[src/design/tsd_pkg.sv]
// Shared types and constants for the timestamp delta decoder.
// No dependencies; every other design file imports this package.
package tsd_pkg;

  localparam int TS_W    = 64;
  localparam int SEC_W   = 45;
  localparam int US_W    = 30;
  localparam int SLOT_W  = 21;
  localparam int WORD_W  = 32;
  localparam int DELTA_W = 28;
  localparam int CNT_W   = 4;
  localparam int ERR_W   = 2;
  localparam int LVL_W   = 2;
  localparam int DAY_W   = 17;
  localparam int REM_W   = 20;

  localparam int FIFO_DEPTH = 4;
  localparam int PTR_W      = $clog2(FIFO_DEPTH);

  localparam logic CMD_START = 1'b0;
  localparam logic CMD_WORD  = 1'b1;

  localparam logic [LVL_W-1:0] LVL_DAYS = 2'd0;
  localparam logic [LVL_W-1:0] LVL_SECS = 2'd1;
  localparam logic [LVL_W-1:0] LVL_US   = 2'd2;

  localparam logic [ERR_W-1:0] ERR_NONE    = 2'd0;
  localparam logic [ERR_W-1:0] ERR_ZERO_US = 2'd1;
  localparam logic [ERR_W-1:0] ERR_OVERRUN = 2'd2;

  localparam logic [US_W-1:0]  US_PER_SEC   = 30'd1000000;
  localparam logic [DAY_W-1:0] SECS_PER_DAY = 17'd86400;

  // 2^63 = US_PER_SEC * BIAS_SECS + BIAS_US
  localparam logic [SEC_W-1:0] BIAS_SECS = 45'd9223372036854;
  localparam logic [REM_W-1:0] BIAS_US   = 20'd775808;

  typedef struct packed {
    logic               cmd;
    logic [TS_W-1:0]    start_ts;
    logic [SLOT_W-1:0]  length;
    logic [SLOT_W-1:0]  nulls;
    logic [DELTA_W-1:0] delta;
    logic [SEC_W-1:0]   day_step;
    logic [CNT_W-1:0]   count;
  } op_t;

  typedef struct packed {
    logic start;
    logic ack;
  } div_ctrl_t;

  typedef struct packed {
    logic idle;
    logic done;
  } div_stat_t;

endpackage

[src/design/tsd_front.sv]
// Front end: accepts input transactions, classifies them and precomputes
// the day step and the saturated record length. Depends on tsd_pkg.
module tsd_front #(
  parameter int MAX_SLOTS = 1048576
) (
  input  logic                              in_valid,
  output logic                              in_stall,
  input  logic                              command,
  input  logic signed [tsd_pkg::TS_W-1:0]   start_us,
  input  logic [tsd_pkg::SLOT_W-1:0]        total_length,
  input  logic [tsd_pkg::SLOT_W-1:0]        null_count,
  input  logic [tsd_pkg::WORD_W-1:0]        value_word,
  input  logic                              fifo_full,
  output logic                              push,
  output tsd_pkg::op_t                      op
);
  import tsd_pkg::*;

  localparam logic [31:0] MAX_LIM = 32'(MAX_SLOTS);

  logic [31:0]        len_wide;
  logic [SLOT_W-1:0]  len_sat;
  logic [DELTA_W-1:0] delta;

  assign in_stall = fifo_full;
  assign push     = in_valid & ~fifo_full;

  assign len_wide = {{(32 - SLOT_W){1'b0}}, total_length};
  assign len_sat  = (len_wide > MAX_LIM) ? MAX_LIM[SLOT_W-1:0] : total_length;
  assign delta    = value_word[WORD_W-1:CNT_W];

  always_comb begin
    op.cmd      = command;
    op.start_ts = start_us;
    op.length   = len_sat;
    op.nulls    = null_count;
    op.delta    = delta;
    // days level step, worked out before the queue to keep the back end short
    op.day_step = {{(SEC_W - DELTA_W){1'b0}}, delta}
                * {{(SEC_W - DAY_W){1'b0}}, SECS_PER_DAY};
    op.count    = value_word[CNT_W-1:0];
  end

endmodule

[src/design/tsd_fifo.sv]
// Short queue between front and back end, register based.
// Depends on tsd_pkg for the entry type and depth.
module tsd_fifo (
  input  logic         clk,
  input  logic         rst,
  input  logic         push,
  input  tsd_pkg::op_t wr_op,
  output logic         full,
  input  logic         pop,
  output tsd_pkg::op_t rd_op,
  output logic         not_empty
);
  import tsd_pkg::*;

  op_t              entry [FIFO_DEPTH];
  logic [PTR_W-1:0] wr_ptr;
  logic [PTR_W-1:0] rd_ptr;
  logic [PTR_W:0]   count;
  logic             do_push;
  logic             do_pop;

  assign full      = (count == (PTR_W + 1)'(FIFO_DEPTH));
  assign not_empty = (count != '0);
  assign do_push   = push & ~full;
  assign do_pop    = pop & not_empty;
  assign rd_op     = entry[rd_ptr];

  always_ff @(posedge clk) begin
    if (rst) begin
      wr_ptr <= '0;
      rd_ptr <= '0;
      count  <= '0;
    end else begin
      if (do_push) wr_ptr <= wr_ptr + 1'b1;
      if (do_pop)  rd_ptr <= rd_ptr + 1'b1;
      if (do_push && !do_pop)      count <= count + 1'b1;
      else if (do_pop && !do_push) count <= count - 1'b1;
    end
  end

  always_ff @(posedge clk) begin
    if (do_push) entry[wr_ptr] <= wr_op;
  end

  a_count_bound: assert property (@(posedge clk) disable iff (rst)
    count <= (PTR_W + 1)'(FIFO_DEPTH))
    else $error("queue count above depth");

  a_no_push_full: assert property (@(posedge clk) disable iff (rst)
    push |-> !full)
    else $error("push into a full queue");

  a_pop_drains: assert property (@(posedge clk) disable iff (rst)
    (do_pop && !do_push) |=> count == $past(count) - 1'b1)
    else $error("pop did not drain the queue");

endmodule

[src/design/tsd_div.sv]
// Splits a signed microsecond start time into floored seconds and micros
// by reciprocal multiplication, one 16-bit quotient digit per MUL/SUB pass.
// Depends on tsd_pkg.
module tsd_div (
  input  logic                        clk,
  input  logic                        rst,
  input  tsd_pkg::div_ctrl_t          ctrl,
  input  logic [tsd_pkg::TS_W-1:0]    start_ts,
  output tsd_pkg::div_stat_t          stat,
  output logic [tsd_pkg::SEC_W-1:0]   seconds,
  output logic [tsd_pkg::US_W-1:0]    micros
);
  import tsd_pkg::*;

  localparam logic [1:0] DIV_IDLE = 2'd0;
  localparam logic [1:0] DIV_MUL  = 2'd1;
  localparam logic [1:0] DIV_SUB  = 2'd2;
  localparam logic [1:0] DIV_DONE = 2'd3;

  // 10^6 = 2^6 * 15625: the low six bits go straight to the remainder and
  // the rest is divided by 15625 in 16-bit digits, top digit first
  localparam int LOW_W   = 6;
  localparam int ODD_W   = REM_W - LOW_W;
  localparam int DIGIT_W = 16;
  localparam int X_W     = ODD_W + DIGIT_W;
  localparam int RCP_W   = 31;
  localparam int RCP_SH  = 44;
  localparam int PROD_W  = X_W + RCP_W;
  localparam int IDX_W   = 2;

  localparam logic [ODD_W-1:0] ODD_DIV  = 14'd15625;
  // ceil(2^44 / 15625): exact quotient for every partial dividend below 2^30
  localparam logic [RCP_W-1:0] RECIP    = 31'd1125899907;
  localparam logic [IDX_W-1:0] IDX_LAST = '1;
  localparam logic [REM_W:0]   DIVISOR  = (REM_W + 1)'(US_PER_SEC);

  logic [1:0]         state;
  logic [TS_W-1:0]    digits;
  logic [LOW_W-1:0]   low;
  logic [ODD_W-1:0]   part;
  logic [X_W-1:0]     x;
  logic [DIGIT_W-1:0] qd;
  logic [TS_W-1:0]    quo;
  logic [IDX_W-1:0]   idx;
  logic [TS_W-1:0]    biased;
  logic [X_W-1:0]     x_in;
  logic [PROD_W-1:0]  prod;
  logic [X_W-1:0]     back;
  logic [X_W-1:0]     part_next;
  logic [REM_W-1:0]   rem;
  logic [REM_W:0]     us_wrap;

  // bias by 2^63 so the dividend is unsigned
  assign biased    = {~start_ts[TS_W-1], start_ts[TS_W-2:0]};
  assign x_in      = {part, digits[TS_W-1 -: DIGIT_W]};
  assign prod      = {{RCP_W{1'b0}}, x_in} * {{X_W{1'b0}}, RECIP};
  assign back      = {{(X_W - DIGIT_W){1'b0}}, qd} * {{(X_W - ODD_W){1'b0}}, ODD_DIV};
  assign part_next = x - back;
  assign rem       = {part, low};

  always_ff @(posedge clk) begin
    if (rst) begin
      state <= DIV_IDLE;
    end else begin
      unique case (state)
        DIV_IDLE: if (ctrl.start) state <= DIV_MUL;
        DIV_MUL:  state <= DIV_SUB;
        DIV_SUB: begin
          if (idx == IDX_LAST) state <= DIV_DONE;
          else state <= DIV_MUL;
        end
        DIV_DONE: if (ctrl.ack) state <= DIV_IDLE;
      endcase
    end
  end

  always_ff @(posedge clk) begin
    if (state == DIV_IDLE && ctrl.start) begin
      digits <= {{LOW_W{1'b0}}, biased[TS_W-1:LOW_W]};
      low    <= biased[LOW_W-1:0];
      part   <= '0;
      quo    <= '0;
      idx    <= '0;
    end else if (state == DIV_MUL) begin
      x  <= x_in;
      qd <= prod[RCP_SH +: DIGIT_W];
    end else if (state == DIV_SUB) begin
      // remainder of the digit stays below 15625
      part   <= part_next[ODD_W-1:0];
      quo    <= {quo[TS_W-DIGIT_W-1:0], qd};
      digits <= {digits[TS_W-DIGIT_W-1:0], {DIGIT_W{1'b0}}};
      idx    <= idx + 1'b1;
    end
  end

  // remove the bias: subtract BIAS_SECS and BIAS_US, borrow one second
  assign us_wrap = {1'b0, rem} + DIVISOR - {1'b0, BIAS_US};

  always_comb begin
    if (rem >= BIAS_US) begin
      seconds = quo[SEC_W-1:0] - BIAS_SECS;
      micros  = US_W'(rem - BIAS_US);
    end else begin
      seconds = quo[SEC_W-1:0] - BIAS_SECS - 1'b1;
      micros  = US_W'(us_wrap);
    end
  end

  assign stat.idle = (state == DIV_IDLE);
  assign stat.done = (state == DIV_DONE);

endmodule

[src/design/tsd_back.sv]
// Back end: runs the level cascade on queued transactions, drives the
// divider for start items and holds the output register. Depends on tsd_pkg.
module tsd_back (
  input  logic                              clk,
  input  logic                              rst,
  input  logic                              not_empty,
  input  tsd_pkg::op_t                      head,
  output logic                              pop,
  output tsd_pkg::div_ctrl_t                div_ctrl,
  input  tsd_pkg::div_stat_t                div_stat,
  input  logic [tsd_pkg::SEC_W-1:0]         div_seconds,
  input  logic [tsd_pkg::US_W-1:0]          div_micros,
  output logic                              out_valid,
  input  logic                              out_stall,
  output logic signed [tsd_pkg::SEC_W-1:0]  epoch_seconds,
  output logic [tsd_pkg::US_W-1:0]          micros,
  output logic [tsd_pkg::CNT_W-1:0]         repeat_count,
  output logic [tsd_pkg::SLOT_W-1:0]        first_slot,
  output logic                              record_done,
  output logic [tsd_pkg::ERR_W-1:0]         error_code
);
  import tsd_pkg::*;

  logic [LVL_W-1:0]  level;
  logic [SEC_W-1:0]  seconds_acc;
  logic [US_W-1:0]   micros_acc;
  logic [SLOT_W-1:0] slot_index;
  logic [SLOT_W-1:0] record_length;

  logic [LVL_W-1:0]  level_next;
  logic [SEC_W-1:0]  seconds_next;
  logic [US_W-1:0]   micros_next;
  logic [SLOT_W-1:0] slot_next;

  logic              head_start;
  logic              head_word;
  logic              out_free;
  logic              word_go;
  logic              active;
  logic              emit;
  logic [ERR_W-1:0]  err;
  logic [SEC_W-1:0]  addend;
  logic [US_W-1:0]   us_sum;
  logic [US_W-1:0]   us_adj;
  logic              carry;
  logic [SLOT_W:0]   slot_sum;
  logic              overrun;

  logic [SEC_W-1:0]  out_seconds;

  assign head_start = not_empty & (head.cmd == CMD_START);
  assign head_word  = not_empty & (head.cmd == CMD_WORD);
  assign out_free   = ~out_valid | ~out_stall;
  assign word_go    = head_word & out_free;
  assign active     = (slot_index < record_length);

  assign div_ctrl.start = head_start & div_stat.idle;
  assign div_ctrl.ack   = head_start & div_stat.done;
  assign pop            = div_ctrl.ack | word_go;

  assign us_sum  = micros_acc + US_W'(head.delta);
  assign carry   = (us_sum >= US_PER_SEC);
  assign us_adj  = carry ? (us_sum - US_PER_SEC) : us_sum;
  assign slot_sum = {1'b0, slot_index} + (SLOT_W + 1)'(head.count);
  assign overrun  = (slot_sum > {1'b0, record_length});

  always_comb begin
    micros_next = micros_acc;
    unique case (level)
      LVL_DAYS: addend = head.day_step;
      LVL_SECS: addend = SEC_W'(head.delta);
      default: begin
        addend      = SEC_W'(carry);
        micros_next = us_adj;
      end
    endcase
    seconds_next = seconds_acc + addend;

    emit       = 1'b0;
    err        = ERR_NONE;
    slot_next  = slot_index;
    level_next = level + 1'b1;
    priority if (head.count != '0) begin
      emit       = 1'b1;
      err        = overrun ? ERR_OVERRUN : ERR_NONE;
      slot_next  = overrun ? record_length : slot_sum[SLOT_W-1:0];
      level_next = LVL_DAYS;
    end else if (level != LVL_DAYS && level != LVL_SECS) begin
      emit       = 1'b1;
      err        = ERR_ZERO_US;
      slot_next  = record_length;
      level_next = LVL_DAYS;
    end
  end

  always_ff @(posedge clk) begin
    if (rst) begin
      level         <= LVL_DAYS;
      seconds_acc   <= '0;
      micros_acc    <= '0;
      slot_index    <= '0;
      record_length <= '0;
    end else if (div_ctrl.ack) begin
      level         <= LVL_DAYS;
      seconds_acc   <= div_seconds;
      micros_acc    <= div_micros;
      slot_index    <= head.nulls;
      record_length <= head.length;
    end else if (word_go && active) begin
      level       <= level_next;
      seconds_acc <= seconds_next;
      micros_acc  <= micros_next;
      slot_index  <= slot_next;
    end
  end

  always_ff @(posedge clk) begin
    if (rst) begin
      out_valid <= 1'b0;
    end else if (word_go && active && emit) begin
      out_valid <= 1'b1;
    end else if (!out_stall) begin
      out_valid <= 1'b0;
    end
  end

  always_ff @(posedge clk) begin
    if (word_go && active && emit) begin
      out_seconds  <= seconds_next;
      micros       <= micros_next;
      repeat_count <= head.count;
      first_slot   <= slot_index;
      record_done  <= (slot_next >= record_length);
      error_code   <= err;
    end
  end

  assign epoch_seconds = $signed(out_seconds);

  a_level_range: assert property (@(posedge clk) disable iff (rst)
    level <= LVL_US)
    else $error("cascade level out of range");

  a_zero_us_count: assert property (@(posedge clk) disable iff (rst)
    (out_valid && error_code == ERR_ZERO_US) |-> repeat_count == '0)
    else $error("zero-count error with a nonzero repeat count");

  a_error_ends: assert property (@(posedge clk) disable iff (rst)
    (out_valid && error_code != ERR_NONE) |-> record_done)
    else $error("error result without record end");

  a_start_waits: assert property (@(posedge clk) disable iff (rst)
    (pop && head_start) |-> div_stat.done)
    else $error("start item popped before the split finished");

endmodule

[src/design/timestamp_delta_decoder.sv]
// Top level of the timestamp delta decoder: front end, queue, start-time
// divider and back end. Depends on tsd_pkg, tsd_front, tsd_fifo, tsd_div, tsd_back.
//
//   channel  handshake            payload
//   -------  -------------------  ------------------------------------------
//   input    in_valid / in_stall  command, start_us, total_length,
//                                 null_count, value_word
//   output   out_valid/out_stall  epoch_seconds, micros, repeat_count,
//                                 first_slot, record_done, error_code
//
// Flow: value words stream through the back end at one per cycle while the
//   output is not stalled; a result passes through the queue entry and the
//   output register before it is offered.
// A start item holds the back end until its split is done, by reciprocal
//   multiplication: one 16-bit quotient digit per divider MUL/SUB pass.
// Reset: rst, synchronous; clears queue, divider, cascade state and output.
//   No clearing pass follows.
// Stalls: out_stall holds the output register and, once the queue fills,
//   raises in_stall; the four-entry queue lets both sides stall on their own.
module timestamp_delta_decoder #(
  parameter int MAX_SLOTS = 1048576
) (
  input  logic                              clk,
  input  logic                              rst,
  input  logic                              in_valid,
  output logic                              in_stall,
  input  logic                              command,
  input  logic signed [tsd_pkg::TS_W-1:0]   start_us,
  input  logic [tsd_pkg::SLOT_W-1:0]        total_length,
  input  logic [tsd_pkg::SLOT_W-1:0]        null_count,
  input  logic [tsd_pkg::WORD_W-1:0]        value_word,
  output logic                              out_valid,
  input  logic                              out_stall,
  output logic signed [tsd_pkg::SEC_W-1:0]  epoch_seconds,
  output logic [tsd_pkg::US_W-1:0]          micros,
  output logic [tsd_pkg::CNT_W-1:0]         repeat_count,
  output logic [tsd_pkg::SLOT_W-1:0]        first_slot,
  output logic                              record_done,
  output logic [tsd_pkg::ERR_W-1:0]         error_code
);
  import tsd_pkg::*;

  // front to queue
  logic      push;
  logic      fifo_full;
  op_t       wr_op;

  // queue to back end
  logic      pop;
  logic      not_empty;
  op_t       head_op;

  // back end to divider
  div_ctrl_t        div_ctrl;
  div_stat_t        div_stat;
  logic [SEC_W-1:0] div_seconds;
  logic [US_W-1:0]  div_micros;

  // classify the transaction, saturate the length, form the day step
  tsd_front #(
    .MAX_SLOTS (MAX_SLOTS)
  ) u_front (
    .in_valid        (in_valid),
    .in_stall        (in_stall),
    .command         (command),
    .start_us        (start_us),
    .total_length    (total_length),
    .null_count      (null_count),
    .value_word      (value_word),
    .fifo_full       (fifo_full),
    .push            (push),
    .op              (wr_op)
  );

  // decouple acceptance from execution
  tsd_fifo u_fifo (
    .clk       (clk),
    .rst       (rst),
    .push      (push),
    .wr_op     (wr_op),
    .full      (fifo_full),
    .pop       (pop),
    .rd_op     (head_op),
    .not_empty (not_empty)
  );

  // floored split of the start time; loads from the queue head on start
  tsd_div u_div (
    .clk      (clk),
    .rst      (rst),
    .ctrl     (div_ctrl),
    .start_ts (head_op.start_ts),
    .stat     (div_stat),
    .seconds  (div_seconds),
    .micros   (div_micros)
  );

  // level cascade, slot tracking and output register
  tsd_back u_back (
    .clk           (clk),
    .rst           (rst),
    .not_empty     (not_empty),
    .head          (head_op),
    .pop           (pop),
    .div_ctrl      (div_ctrl),
    .div_stat      (div_stat),
    .div_seconds   (div_seconds),
    .div_micros    (div_micros),
    .out_valid     (out_valid),
    .out_stall     (out_stall),
    .epoch_seconds (epoch_seconds),
    .micros        (micros),
    .repeat_count  (repeat_count),
    .first_slot    (first_slot),
    .record_done   (record_done),
    .error_code    (error_code)
  );

endmodule

[config.mk]
export PLATFORM = sky130hd
export DESIGN_NAME = timestamp_delta_decoder
export DESIGN_NICKNAME = d
export VERILOG_FILES = /design/src/design/tsd_pkg.sv /design/src/design/tsd_front.sv /design/src/design/tsd_fifo.sv /design/src/design/tsd_div.sv /design/src/design/tsd_back.sv /design/src/design/timestamp_delta_decoder.sv
export SDC_FILE = /design/constraint.sdc
export NUM_CORES = 2
export LEC_CHECK = 0
export ABC_CLOCK_PERIOD_IN_PS = 25600
export BUFFER_PORTS_ARGS = -buffer_cell sky130_fd_sc_hd__buf_2
export CAP_MARGIN = 40
export CORE_MARGIN = 10
export CORE_UTILIZATION = 68
export CTS_CLUSTER_DIAMETER = 150
export DETAILED_ROUTE_END_ITERATION = 8
export MAX_ROUTING_LAYER = met4
export PLACE_DENSITY_LB_ADDON = 0.08
export SYNTH_ARGS = -nofsm -noshare
export SYNTH_HDL_FRONTEND = slang
export SYNTH_SLANG_ARGS = --single-unit
export TNS_END_PERCENT = 10
[constraint.sdc]
create_clock -name clk -period 25.6 [get_ports clk]
set_input_delay 6.4 -clock clk [delete_from_list [all_inputs] [get_ports clk]]
set_output_delay 6.4 -clock clk [all_outputs]
set_load 0.02 [all_outputs]
==> results.tsv <==
metric	value	unit
status	finished, final reports clean	
synth_flop_cell	edfxtp_1	
max_freq	91.4	MHz
crit_slowest_cell	fa_1	
synth_cells	5748	
netlist_top_cells_area	edfxtp_1, ha_1, fa_1	
drv_cap	0	
synth-seq-cells	1099	
cts-htree-levels	3	
synth_top_area_cell	edfxtp_1	
yosysWarnings	0	
cts_max_path_buffers	3	
synth_mux_area_share	7.09	%
cts_setup_buffers	0	
ios	248	
antenna_left	0	
drive_gt1_share	13.1	%
dp_hpwl	136000	um
cts_resized	0	
root_buffer	clkbuf_16	
fp-row-count	117	
numClockSinks	1099	
syn_area_per_cell	12.2	um^2
viasPerCell	6.21	
clock_skew	0.105	ns
synth_fa_ha_area_share	23.4	%
setup.worst_path.end_class	flop	
path_common_cell	inv_1	
cp_slowest_stage_delay	0.51	ns
synthTopCellsByCount	edfxtp_1, inv_1, ha_1	
cts_made_buffers	106	
grt_max_degree	67	
tightest_slew	0.885	ns
portBuffers	247	
dieArea	0.117	mm^2
setup_violations	0	
syn_area	0.0702	mm^2
drt-total-wl	184000	um
gp_congestion	1.02	
synth_edf_count	901	
crit_type	input port to flop	
drt_iter0_markers	4491	
synthArstFlopShare	0	%
timing.setup.tns	0	ns
finalNonFillerCells	7449	
pre_cts_slack	14.02	ns
synth_top_area_share	38.5	%
fin_hold_ws	0.464	ns
grt-ovfl-total	0	
slew_viol_final	0	
rsz0062_at_grt	no	
finalCritPeriodShare	42.8	%
cts_hold_buffers	0	
slew_headroom	40.9	%
cts_tree	done	
crit_path_max_fanout	8	
fin_ws	14.66	ns
synth.most_common_cell	edfxtp_1	
die_y	341	um
yosys.area_share.simple	7.69	%
drc	0	
num_vias	46300	
worst_ep_required_time	26.06	ns
grt_pass1_vias	46600	
start_util	68.7	%
clkSlewWorstSetupHoldPaths	0.06	ns
period_needed	10.94	ns
worstPathCellList	buf_2 > ha_1 > inv_1 > fa_1 > fa_1 > inv_1 > ha_1 > inv_1 > fa_1 > inv_1 > ha_1 > a21o_1 > a21oi_1 > o21ai_0 > a211oi_1 > a21oi_1 > a41oi_1 > a21boi_0 > a41o_1 > a211o_1 > xor2_1	
die_w	341	um
synth_xor_area_share	3.19	%
core	0.102	mm^2
grt.total_usage	32.6	%
antenna_found_initial	25	
area_delta_synth_final	9.21	%
routedWlPerCell	24.7	um
crit_arrival	11.41	ns
start_kind	input port	
synth_compound_area_share	8.85	%
synth_nets	6963	
nets	7181	
hold_class	flop to flop	
grt_pass1_wl	283000	um
hold_viol_final	0	
yosysSeqAreaShare	44.2	%
drt_first_pass_iters	6	
clk_latency	0.76	ns
synth_top_family_by_area	adder cells	
placed_cells	7226	
synth.distinct_cells	112	
[logic make-up after synthesis]
group                    after synthesis
XOR/XNOR                             254
AO/OA/AOI/OAI                        917
adder cells (fa/ha/maj)             1072
multiplexers                         271
buffers and inverters               1037
flip-flops                          1099
AND/OR/NAND/NOR                     1098
[routing by layer]
metal,wire length (um),up-vias,part of all wire (%),track usage [%]
li1,-,20900,-,-
met1,76600,23000,42,44.5
met2,86000,2025,47,49.5
met3,16000,259,8.7,6.30
met4,5510,0,3.0,10.1
met5,0,-,0,-
[final timing paths]
path / from / to / depth (start not counted) / slack, ns
hold / removal: u_back.seconds_acc[21]$_SDFFE_PP0P_ / u_back.seconds_acc[21]$_SDFFE_PP0P_ / 2 / 0.46
setup reg to reg: flop / u_back.seconds_acc[44]$_SDFFE_PP0P_ / 33 / 15.50
setup / recovery: value_word[5] / u_fifo.entry[0][39]$_DFFE_PP_ / 21 / 14.66
hold reg to reg: u_back.seconds_acc[21]$_SDFFE_PP0P_ / u_back.seconds_acc[21]$_SDFFE_PP0P_ / 2 / 0.46
[per-stage QoR]
| stage | utilization [%] | instance area, um^2 |
|---|---|---|
| floorplan | - | 70200 |
| global placement | 71.2 | 72800 |
| detailed placement | 71.6 | 73100 |
| CTS | 75.0 | 76700 |
| global route | 75.1 | 76700 |
| finish | 75.1 | 76700 |
[critical path: cells and delay by family]
family                     cells  cell delay (ns)
adders and majority gates      6             2.33
AOI/OAI and AO/OA              9             2.11
buffers and inverters          5             0.40
xor gates and xnor gates       1             0.17
[cell type report]
cell class,instances,area (um^2)
Antenna cell,23,57.6
Clock buffer,147,3010
Clock inverter,53,515
Fill cell,6875,25500
Inverter,841,3160
Multi-Input combinational cell,3612,35300
Sequential cell,1099,31000
Tap cell,1368,1710
Timing Repair Buffer,306,1900
[layout by cell type, fill, tap and decap left out, types with 23 or more instances in the layout]
master and n:
edfxtp_1 901, inv_1 837, ha_1 673, fa_1 399, nand2_1 345, a21oi_1 297
nor2_1 268, buf_2 247, dfxtp_1 195, mux4_2 176, xnor2_1 169, o21ai_0 114
clkbuf_16 110, xor2_1 83, a21o_1 76, nand3_1 76, nor3_1 63, and3_1 50
mux2_2 50, a211oi_1 49, and2_1 47, mux2i_1 45, buf_4 45, nor2b_1 42
a22oi_1 39, nand2b_1 36, o21a_1 32, a31oi_1 28, nor4_1 27, o21bai_1 27
nand4_1 25, clkbuf_1 25, diode_2 23, a221o_1 23
[flip-flops by register name (all words and copies together) (netlist names), 3 cells and up, named ones only]
register and flops:
u_div.part 14, u_back.epoch_seconds 45, u_back.slot_index 21, u_div.quo 45
u_back.record_length 21, u_div.low 6, u_back.repeat_count 4, u_fifo.count 3
u_div.x 14, u_div.digits 64, u_back.first_slot 21, u_back.micros 30
u_back.micros_acc 30, u_div.qd 16, u_back.seconds_acc 45, u_fifo.entry 704
Power is left out: the tool's default activity adds up to more than one toggle a clock period on the data nets, which glitch-free logic cannot reach.
